## src/rtl/ais_pkg.sv

```systemverilog
package ais_pkg;

	localparam int VALUE_BITS = 64;
	localparam int OUT_BITS   = 64;
	localparam int CNT_BITS   = 14;
	localparam int QDEPTH     = 4;
	localparam int QPTR_BITS  = $clog2(QDEPTH);
	localparam int QCNT_BITS  = QPTR_BITS + 1;

	localparam logic [CNT_BITS-1:0] MAX_CHARS_RESET = CNT_BITS'(9999);

	localparam logic [1:0] MODE_UDEC = 2'd0;
	localparam logic [1:0] MODE_UHEX = 2'd1;
	localparam logic [1:0] MODE_SDEC = 2'd2;

	localparam logic [1:0] ST_OK    = 2'd0;
	localparam logic [1:0] ST_NODIG = 2'd1;
	localparam logic [1:0] ST_OVF   = 2'd2;
	localparam logic [1:0] ST_RANGE = 2'd3;

	localparam logic REG_MODE = 1'b0;
	localparam logic REG_MAXC = 1'b1;

	localparam logic [7:0] CH_MINUS = 8'h2d;
	localparam logic [7:0] CH_0     = 8'h30;
	localparam logic [7:0] CH_9     = 8'h39;
	localparam logic [7:0] CH_LA    = 8'h61;
	localparam logic [7:0] CH_LF    = 8'h66;
	localparam logic [7:0] CH_UA    = 8'h41;
	localparam logic [7:0] CH_UF    = 8'h46;

	typedef struct packed {
		logic [1:0]          number_mode;
		logic [CNT_BITS-1:0] max_chars;
	} cfg_t;

	// classified character, front to back
	typedef struct packed {
		logic       start;
		logic       minus;
		logic       dig_ok;
		logic [3:0] dig;
	} tok_t;

endpackage

```

## src/rtl/ais_regs.sv

```systemverilog
module ais_regs (
	input  logic          clk,
	input  logic          arst_n,
	input  logic          psel,
	input  logic          penable,
	input  logic          pwrite,
	input  logic [2:0]    paddr,
	input  logic [31:0]   pwdata,
	output logic [31:0]   prdata,
	output logic          pready,
	output ais_pkg::cfg_t cfg
);
	import ais_pkg::*;

	logic  wr_en;
	cfg_t  cfg_q;

	assign pready = 1'b1;
	assign wr_en  = psel & penable & pwrite & pready;
	assign cfg    = cfg_q;

	always_ff @(posedge clk or negedge arst_n) begin
		if (!arst_n) begin
			cfg_q.number_mode <= MODE_UDEC;
			cfg_q.max_chars   <= MAX_CHARS_RESET;
		end else if (wr_en) begin
			case (paddr[2])
				REG_MODE: cfg_q.number_mode <= pwdata[1:0];
				default:  cfg_q.max_chars   <= pwdata[CNT_BITS-1:0];
			endcase
		end
	end

	always_comb begin
		case (paddr[2])
			REG_MODE: prdata = {30'b0, cfg_q.number_mode};
			default:  prdata = {(32-CNT_BITS)'(0), cfg_q.max_chars};
		endcase
	end

endmodule

```

## src/rtl/ais_front.sv

```systemverilog
module ais_front (
	input  logic          clk,
	input  logic          arst_n,
	input  logic [7:0]    char_code,
	input  logic          start_req,
	input  logic          push,
	output logic          full,
	input  logic [1:0]    number_mode,
	output ais_pkg::tok_t tok,
	output logic          tok_valid,
	input  logic          tok_pop
);
	import ais_pkg::*;

	tok_t                 q_q [QDEPTH];
	logic [QPTR_BITS-1:0] wr_q, rd_q;
	logic [QCNT_BITS-1:0] cnt_q;
	tok_t                 cls;
	logic                 do_push, do_pop, hex;

	assign hex = number_mode == MODE_UHEX;

	always_comb begin
		cls.start  = start_req;
		cls.minus  = char_code == CH_MINUS;
		cls.dig_ok = 1'b0;
		cls.dig    = char_code[3:0];
		if (char_code inside {[CH_0:CH_9]}) begin
			cls.dig_ok = 1'b1;
		end else if (hex && (char_code inside {[CH_LA:CH_LF], [CH_UA:CH_UF]})) begin
			// low nibble of a..f / A..F is 1..6
			cls.dig_ok = 1'b1;
			cls.dig    = char_code[3:0] + 4'd9;
		end
	end

	assign full      = cnt_q == QCNT_BITS'(QDEPTH);
	assign tok_valid = cnt_q != '0;
	assign tok       = q_q[rd_q];
	assign do_push   = push & ~full;
	assign do_pop    = tok_pop & tok_valid;

	always_ff @(posedge clk) begin
		if (do_push) begin
			q_q[wr_q] <= cls;
		end
	end

	always_ff @(posedge clk or negedge arst_n) begin
		if (!arst_n) begin
			wr_q  <= '0;
			rd_q  <= '0;
			cnt_q <= '0;
		end else begin
			if (do_push) wr_q <= wr_q + 1'b1;
			if (do_pop)  rd_q <= rd_q + 1'b1;
			case ({do_push, do_pop})
				2'b10:   cnt_q <= cnt_q + 1'b1;
				2'b01:   cnt_q <= cnt_q - 1'b1;
				default: cnt_q <= cnt_q;
			endcase
		end
	end

endmodule

```

## src/rtl/ais_back.sv

```systemverilog
module ais_back (
	input  logic                         clk,
	input  logic                         arst_n,
	input  ais_pkg::tok_t                tok,
	input  logic                         tok_valid,
	output logic                         tok_pop,
	input  ais_pkg::cfg_t                cfg,
	input  logic                         pop,
	output logic                         empty,
	output logic [ais_pkg::OUT_BITS-1:0] value,
	output logic [1:0]                   status,
	output logic                         char_taken
);
	import ais_pkg::*;

	typedef enum logic [1:0] {PH_IDLE, PH_FIRST, PH_DIGITS} phase_t;

	typedef struct packed {
		logic                  ovf;
		logic                  nodig;
		logic                  neg;
		logic                  signed_m;
		logic                  taken;
		logic [VALUE_BITS-1:0] acc;
	} fin_t;

	typedef struct packed {
		logic [OUT_BITS-1:0] value;
		logic [1:0]          status;
		logic                taken;
	} res_t;

	localparam logic [VALUE_BITS-1:0] HALF = VALUE_BITS'(1) << (VALUE_BITS - 1);

	phase_t                phase_q, ph, ph_n;
	logic [VALUE_BITS-1:0] acc_q, acc, acc_n;
	logic [CNT_BITS-1:0]   used_q, used, used_n, used_inc;
	logic                  neg_q, neg, neg_n;
	logic [VALUE_BITS+3:0] prod;
	logic                  go, fire, hex, sgn;
	fin_t                  fin, fin_s1;
	logic                  fin_v_s1;
	res_t                  res;
	res_t                  rq_q [QDEPTH];
	logic [QPTR_BITS-1:0]  rwr_q, rrd_q;
	logic [QCNT_BITS-1:0]  rcnt_q;
	logic                  do_pop;

	assign hex = cfg.number_mode == MODE_UHEX;
	assign sgn = cfg.number_mode == MODE_SDEC;

	// hold a slot for the transaction already in s1
	assign go      = tok_valid && ((rcnt_q + QCNT_BITS'(fin_v_s1)) < QCNT_BITS'(QDEPTH));
	assign tok_pop = go;

	always_comb begin
		ph   = phase_q;
		acc  = acc_q;
		used = used_q;
		neg  = neg_q;
		if (tok.start) begin
			ph   = PH_FIRST;
			acc  = '0;
			used = '0;
			neg  = 1'b0;
		end

		if (hex) prod = {acc, 4'b0} + (VALUE_BITS+4)'(tok.dig);
		else     prod = {1'b0, acc, 3'b0} + {3'b0, acc, 1'b0} + (VALUE_BITS+4)'(tok.dig);
		used_inc = used + 1'b1;

		ph_n      = ph;
		acc_n     = acc;
		used_n    = used;
		neg_n     = neg;
		fire      = 1'b0;
		fin.ovf   = 1'b0;
		fin.taken = 1'b0;

		case (ph)
			PH_IDLE: ;
			default: begin
				if (used >= cfg.max_chars) begin
					fire = 1'b1;
				end else begin
					if (ph == PH_FIRST) ph_n = PH_DIGITS;
					if (ph == PH_FIRST && sgn && tok.minus) begin
						neg_n  = 1'b1;
						used_n = CNT_BITS'(1);
						if (cfg.max_chars <= CNT_BITS'(1)) begin
							fire      = 1'b1;
							fin.taken = 1'b1;
						end
					end else if (!tok.dig_ok) begin
						fire = 1'b1;
					end else if (|prod[VALUE_BITS+3:VALUE_BITS]) begin
						fire      = 1'b1;
						fin.ovf   = 1'b1;
						fin.taken = 1'b1;
					end else begin
						acc_n  = prod[VALUE_BITS-1:0];
						used_n = used_inc;
						if (used_inc >= cfg.max_chars) begin
							fire      = 1'b1;
							fin.taken = 1'b1;
						end
					end
				end
			end
		endcase
		if (fire) ph_n = PH_IDLE;

		fin.nodig    = used_n <= CNT_BITS'(neg_n);
		fin.neg      = neg_n;
		fin.signed_m = sgn;
		fin.acc      = acc_n;
	end

	always_ff @(posedge clk or negedge arst_n) begin
		if (!arst_n) begin
			phase_q  <= PH_IDLE;
			acc_q    <= '0;
			used_q   <= '0;
			neg_q    <= 1'b0;
			fin_v_s1 <= 1'b0;
		end else begin
			fin_v_s1 <= go && fire;
			if (go) begin
				phase_q <= ph_n;
				acc_q   <= acc_n;
				used_q  <= used_n;
				neg_q   <= neg_n;
			end
		end
	end

	always_ff @(posedge clk) begin
		if (go && fire) fin_s1 <= fin;
	end

	// s2: status and sign fix-up of the finished number
	always_comb begin
		res.taken  = fin_s1.taken;
		res.value  = '0;
		res.status = ST_OK;
		if (fin_s1.ovf) begin
			res.status = ST_OVF;
		end else if (fin_s1.nodig) begin
			res.status = ST_NODIG;
		end else if (fin_s1.signed_m && fin_s1.neg) begin
			if (fin_s1.acc > HALF) res.status = ST_RANGE;
			else                   res.value  = OUT_BITS'(0) - OUT_BITS'(fin_s1.acc);
		end else if (fin_s1.signed_m && fin_s1.acc[VALUE_BITS-1]) begin
			res.status = ST_RANGE;
		end else begin
			res.value = OUT_BITS'(fin_s1.acc);
		end
	end

	assign empty      = rcnt_q == '0;
	assign value      = rq_q[rrd_q].value;
	assign status     = rq_q[rrd_q].status;
	assign char_taken = rq_q[rrd_q].taken;
	assign do_pop     = pop & ~empty;

	always_ff @(posedge clk) begin
		if (fin_v_s1) rq_q[rwr_q] <= res;
	end

	always_ff @(posedge clk or negedge arst_n) begin
		if (!arst_n) begin
			rwr_q  <= '0;
			rrd_q  <= '0;
			rcnt_q <= '0;
		end else begin
			if (fin_v_s1) rwr_q <= rwr_q + 1'b1;
			if (do_pop)   rrd_q <= rrd_q + 1'b1;
			case ({fin_v_s1, do_pop})
				2'b10:   rcnt_q <= rcnt_q + 1'b1;
				2'b01:   rcnt_q <= rcnt_q - 1'b1;
				default: rcnt_q <= rcnt_q;
			endcase
		end
	end

endmodule

```

## src/rtl/ascii_integer_scanner_core.sv

```systemverilog
// ASCII integer scanner: one character per input transaction, one result per number.
// Input queue: char_code/start_req are taken when push is high and full is low.
// Result queue: value/status/char_taken are valid while empty is low; pop takes them.
// Config (APB, pready tied high): 0x0 number_mode, 0x4 max_chars; write only when idle.
// Throughput: one character per cycle, sustained while the result queue has room.
// The digit step (acc * base + digit, shift-and-add) and the scan state update are
// combinational in the back end and registered together. A character that ends
// a number is held in the input queue, then in the scan stage register. Status and
// sign fix-up is combinational off that register and writes the result queue.
// Both queues are 4 deep. When the receiver stalls, the result queue fills, the scan
// stage holds, and full rises once the input queue is full as well; nothing is lost.
// Reset clears both queues, returns the scanner to idle, and sets number_mode to
// unsigned decimal and max_chars to 9999. No clearing pass is needed after reset.
module ascii_integer_scanner_core (
	input  logic                         clk,
	input  logic                         arst_n,
	input  logic                         psel,
	input  logic                         penable,
	input  logic                         pwrite,
	input  logic [2:0]                   paddr,
	input  logic [31:0]                  pwdata,
	output logic [31:0]                  prdata,
	output logic                         pready,
	input  logic [7:0]                   char_code,
	input  logic                         start_req,
	input  logic                         push,
	output logic                         full,
	output logic [ais_pkg::OUT_BITS-1:0] value,
	output logic [1:0]                   status,
	output logic                         char_taken,
	output logic                         empty,
	input  logic                         pop
);
	import ais_pkg::*;

	cfg_t cfg;
	tok_t tok;
	logic tok_valid, tok_pop;

	ais_regs u_regs (
		.clk     (clk),
		.arst_n  (arst_n),
		.psel    (psel),
		.penable (penable),
		.pwrite  (pwrite),
		.paddr   (paddr),
		.pwdata  (pwdata),
		.prdata  (prdata),
		.pready  (pready),
		.cfg     (cfg)
	);

	ais_front u_front (
		.clk         (clk),
		.arst_n      (arst_n),
		.char_code   (char_code),
		.start_req   (start_req),
		.push        (push),
		.full        (full),
		.number_mode (cfg.number_mode),
		.tok         (tok),
		.tok_valid   (tok_valid),
		.tok_pop     (tok_pop)
	);

	ais_back u_back (
		.clk        (clk),
		.arst_n     (arst_n),
		.tok        (tok),
		.tok_valid  (tok_valid),
		.tok_pop    (tok_pop),
		.cfg        (cfg),
		.pop        (pop),
		.empty      (empty),
		.value      (value),
		.status     (status),
		.char_taken (char_taken)
	);

	a_maxc_write: assert property (@(posedge clk) disable iff (!arst_n)
		(psel && penable && pwrite && paddr[2] == REG_MAXC)
		|=> cfg.max_chars == $past(pwdata[CNT_BITS-1:0]))
		else $error("max_chars register not updated by write");

	a_mode_write: assert property (@(posedge clk) disable iff (!arst_n)
		(psel && penable && pwrite && paddr[2] == REG_MODE)
		|=> cfg.number_mode == $past(pwdata[1:0]))
		else $error("number_mode register not updated by write");

	a_err_zero: assert property (@(posedge clk) disable iff (!arst_n)
		(!empty && status != ST_OK) |-> value == '0)
		else $error("nonzero value on an error result");

	a_ovf_taken: assert property (@(posedge clk) disable iff (!arst_n)
		(!empty && status == ST_OVF) |-> char_taken)
		else $error("overflow result without the digit consumed");

endmodule

```

## config.mk

```make
export PLATFORM = sky130hd
export DESIGN_NAME = ascii_integer_scanner_core
export DESIGN_NICKNAME = d
export VERILOG_FILES = /design/src/rtl/ais_pkg.sv /design/src/rtl/ais_regs.sv /design/src/rtl/ais_front.sv /design/src/rtl/ais_back.sv /design/src/rtl/ascii_integer_scanner_core.sv
export SDC_FILE = /design/constraint.sdc
export NUM_CORES = 1
export LEC_CHECK = 0
export BUFFER_PORTS_ARGS = -buffer_cell sky130_fd_sc_hd__buf_4
export CAP_MARGIN = 25
export CORE_MARGIN = 3
export CORE_UTILIZATION = 30
export DETAILED_ROUTE_END_ITERATION = 12
export SYNTH_ARGS = -nofsm -noshare
export SYNTH_HDL_FRONTEND = slang
export SYNTH_HIERARCHICAL = 1
export SYNTH_SLANG_ARGS = --single-unit
```

## constraint.sdc

```tcl
create_clock -name clk -period 9.15 [get_ports clk]
set_clock_uncertainty 0.1 [all_clocks]
set_input_delay 0 -clock clk [delete_from_list [all_inputs] [get_ports clk]]
set_output_delay 0 -clock clk [all_outputs]
set_load 0.03 [all_outputs]
```

==> results.txt <==
- Run status: finished clean
* Post-CTS setup buffer count: 0
- CTS tree: built
* Area of the core: 90800 sq um
* Clock root buffer: clkbuf_16
- Antenna violations before repair: 1
- Number of synthesized flops with an enable pin: 365
- During synthesis, Yosys emitted a total of 6 warnings.
- Number of max-slew violations in the final report: 0
- Starting DRT DRC Count: 1346
* Worst relative slew slack: 33.3%
* Pin count of the biggest net entering global routing: 71
- Detailed routing inserted a total of 19500 vias.
- The startpoint identified for the worst hold timing path is pwdata[1].
- After clock tree synthesis, the repair step resized 0 gates.
* Sequential share of the synthesized area: 49.6%
- Post-CTS Hold Buffers: 50
- Setup repair after global routing left no endpoint under its margin.
- Die extent in x: 310 um
* Flop and latch count out of synthesis: 477
* Critical Setup Path Class: reg2reg
- Counting along the longest clock path gives a buffer depth of 3.
- Area growth from synthesis to layout: 15.7%
- Detailed Route WL: 68.6 mm
- Input/output buffers: 113
- Clock tree synthesis found a total of 477 sinks.
- Number of standard cells after synthesis: 2492
- Max-cap violations in this run came to 0.
- Arrival time at the worst endpoint: 8000 ps
* Clock edge transition at the registers on the reported setup and hold paths: 70 ps
- The tightest min-delay check is of the in2reg type.
- For this run, design rule violations remaining after detail routing come to 0.
- Each instance of the synthesized netlist takes up on average 11.1 sq um.
* Worst voltage drop across the vdd grid: 0.000163 V
- In this run the vertical extent of the chip is 310 um.
- Crit share post-route: 84.5%
- Count of H-tree levels built during CTS: 2
- Maximum clock frequency: 129 MHz
- Number of endpoints failing setup at the final stage: 0
- Share of layout cells above drive strength 1: 14.5%
* Endpoint of the worst-slack reg-to-reg timing path: u_back/fin_s1[63]
* Endpoint class of the critical path: flip-flop
- The floorplan has 110 rows.
- 153 I/O pins were placed.
- Before CTS, the worst setup slack after placement is 1470 ps.
- Final period demand of the worst path: 7730 ps
- Post-Syn Area: 27800 sq um
- Final Hold Viols: 0
* Primary flip-flop cell chosen by synthesis mapping: edfxtp_1
* Number of fillers in the final layout: 8945
- Net total in the final layout: 2840
- Min-Delay Path Depth: 3
* Length in cells of the worst reg-to-reg path: 18
* Total die area: 96300 sq um
- The number of clock buffers added by TritonCTS is 55.
- The number of global-route vias before repair came to 19300.
- Total congestion overflow after global routing: 0
* Half-perimeter wire length after detailed placement: 47.8 mm
- Worst-margin pin slew: 998 ps
* Critical path launch point type: flip-flop
* Vias per std cell: 5.07
- Setup slack on the worst reg-to-reg path comes out at 1420 ps.
- In this run the power density over the cells is 339 nW/um^2.
- Crit path required time: 9420 ps
* Starting density of the core: 30.6%
- Final Wtd Congestion: 0.870
* Unique masters post-synth: 88
* Detailed-route wire length per cell: 17.9 um
- Share of flip-flops with an asynchronous set or reset: 23.5%
* Minimum setup slack in the final design: 1420 ps
* Sum of negative setup slack: 0 ps
- Global routing used 14.2% of the available tracks across all layers.
- Once detail routing completed, the nets flagged for antenna violations numbered 0.
- Hold Path Sink: u_regs/cfg[1]
- Largest driver fanout on the critical path: 28
- In this run the critical register-to-register path is launched from u_front/rd_q[0].
- The first global-routing pass estimated 109 mm of wire.
- Worst skew pair latency: 630 ps
- For this design the static power due to leakage is 0.0126 uW.
* Detailed-routing iteration count for the pre-antenna-repair pass: 5
-- worst max-delay path, cell delays in order, from the launching register on --
cell and delay, ps:
dfrtp_1 660, mux4_2 870, inv_1 180, buf_4 360, nand2_1 160, inv_1 130
ha_1 240, ha_1 410, nand2_1 160, nor4_1 570, and3_1 310, a31oi_1 100
o21ai_0 220, nor4_1 80, nor3_1 300, nand3_1 670, nor2_4 580, nand2_1 690
o21ai_0 630
-- state kept, by name, summed over array words and instances, names as in the netlist --
name,cells
u_back/phase_q,2
u_back/rrd_q,2
u_front/q_q,28
u_back/rwr_q,2
u_back/acc_q,64
u_front/rd_q,2
u_back/rq_q,268
u_regs/cfg,16
u_back/fin_s1,69
u_front/cnt_q,3
u_back/rcnt_q,3
u_back/used_q,14
u_front/wr_q,2
u_back/fin_v_s1,1
u_back/neg_q,1
-- cells in the final DEF (no fill, tap or decap), drive strengths merged, types with 10 or more instances in the layout --
cell type    netlist  routed
inv               88      95
nand4             30      30
nand2            257     257
edfxtp           365     365
o21a              16      16
ha               171     171
dfrtp            104     104
nor2b             67      67
clkbuf            96      61
dlygate4sd3        0      49
a21boi            10      10
o21ai            184     184
clkinv             0      24
xor2              65      65
nand2b            17      17
and3              13      13
nand3             28      28
o31ai             18      18
mux4              74      74
or3               19      19
conb               2      19
a21o              34      34
nor4              19      19
o211ai            37      37
a21oi            152     152
o22ai             16      16
mux2i             10      10
o21bai            12      12
and2              30      30
a31oi             19      19
a211oi            20      20
mux2              33      33
nor2             214     214
xnor2             73      73
nor3              37      37
buf               45     140
-- per-layer routing --
metal | routed length, um | vias up | share of wire [%] | GRT usage [%]
met1 | 33000 | 9401 | 48 | 20.4
met2 | 30300 | 512 | 44 | 22.1
li1 | - | 9477 | - | -
met4 | 1520 | 0 | 2.2 | 3.66
met3 | 3730 | 90 | 5.4 | 2.39
met5 | 0 | - | 0 | 0
-- through the flow --
stage                     power, uW  instances  instance area, sq um  hold slack (ps)  util, %
after global routing          11700       3837                 32100             54.1     35.4
after detailed placement       8670       3682                 29700             29.3     32.7
final                         10900       3839                 32100             52.3     35.4
after CTS                     11000       3836                 32100             19.6     35.4
after floorplan                7150       2509                 27800             -396        -
after global placement         8600       3682                 29700             27.7     32.7
-- area by class of cell --
type,count,area (sq um),area share (%)
antenna,2,5.00,0.0156
clock buffer,61,1410,4.38
clock inverter,43,469,1.46
inverter,88,330,1.03
multi-input combinational,1803,13100,40.8
sequential,477,13800,42.9
tap,1176,1470,4.58
timing repair buffer,189,1570,4.90
-- power by group --
group / switching [uW] / total [uW] / internal [uW]
Clock: 937 / 2260 / 1330
Sequential: 419 / 3590 / 3170
Combinational: 3230 / 5050 / 1820
-- worst max-delay path by stage --
stage	startpoint	to	slack, ps	depth (start not counted)
3_3_place_gp	u_front/rd_q[0]	u_back/fin_s1[63]	1560	18
4_1_cts	u_front/rd_q[0]	u_back/fin_s1[63]	1410	18
6_report	u_front/rd_q[0]	u_back/fin_s1[63]	1420	18
5_1_grt	u_front/rd_q[0]	u_back/fin_s1[67]	880	19
2_1_floorplan	u_front/rd_q[0]	u_back/fin_s1[0]	450	22
3_5_place_dp	u_front/rd_q[0]	u_back/fin_s1[67]	1470	19
-- cells in the mapped netlist (22+ instances only) --
master | number | share of area (%)
a21o_1 | 34 | 0.92
a21oi_1 | 152 | 2.7
and2_1 | 30 | 0.68
clkbuf_1 | 96 | 1.3
dfrtp_1 | 104 | 9.4
edfxtp_1 | 365 | 39
ha_1 | 171 | 7.7
inv_1 | 87 | 1.2
mux2_2 | 22 | 0.89
mux4_2 | 74 | 6.0
nand2_1 | 257 | 3.5
nand3_1 | 26 | 0.47
nand4_1 | 28 | 0.63
nor2_1 | 214 | 2.9
nor2b_1 | 66 | 1.5
nor3_1 | 34 | 0.61
o211ai_1 | 37 | 1.0
o21ai_0 | 180 | 3.2
xnor2_1 | 73 | 2.3
xor2_1 | 65 | 2.0
-- cell families (layout without fill, tap and decap cells) --
family	Yosys count	in the layout	synth area share, %
and+or+nand+nor	758	758	13.2
AOI/OAI and AO/OA	596	596	13.4
DFF	477	477	49.6
buffers and inverters	229	381	3.61
adders and majority gates	175	175	7.99
xor gates and xnor gates	138	138	4.35
muxes	117	117	7.85
other	2	21	0.0270
Power figures use the tool's default switching activity.
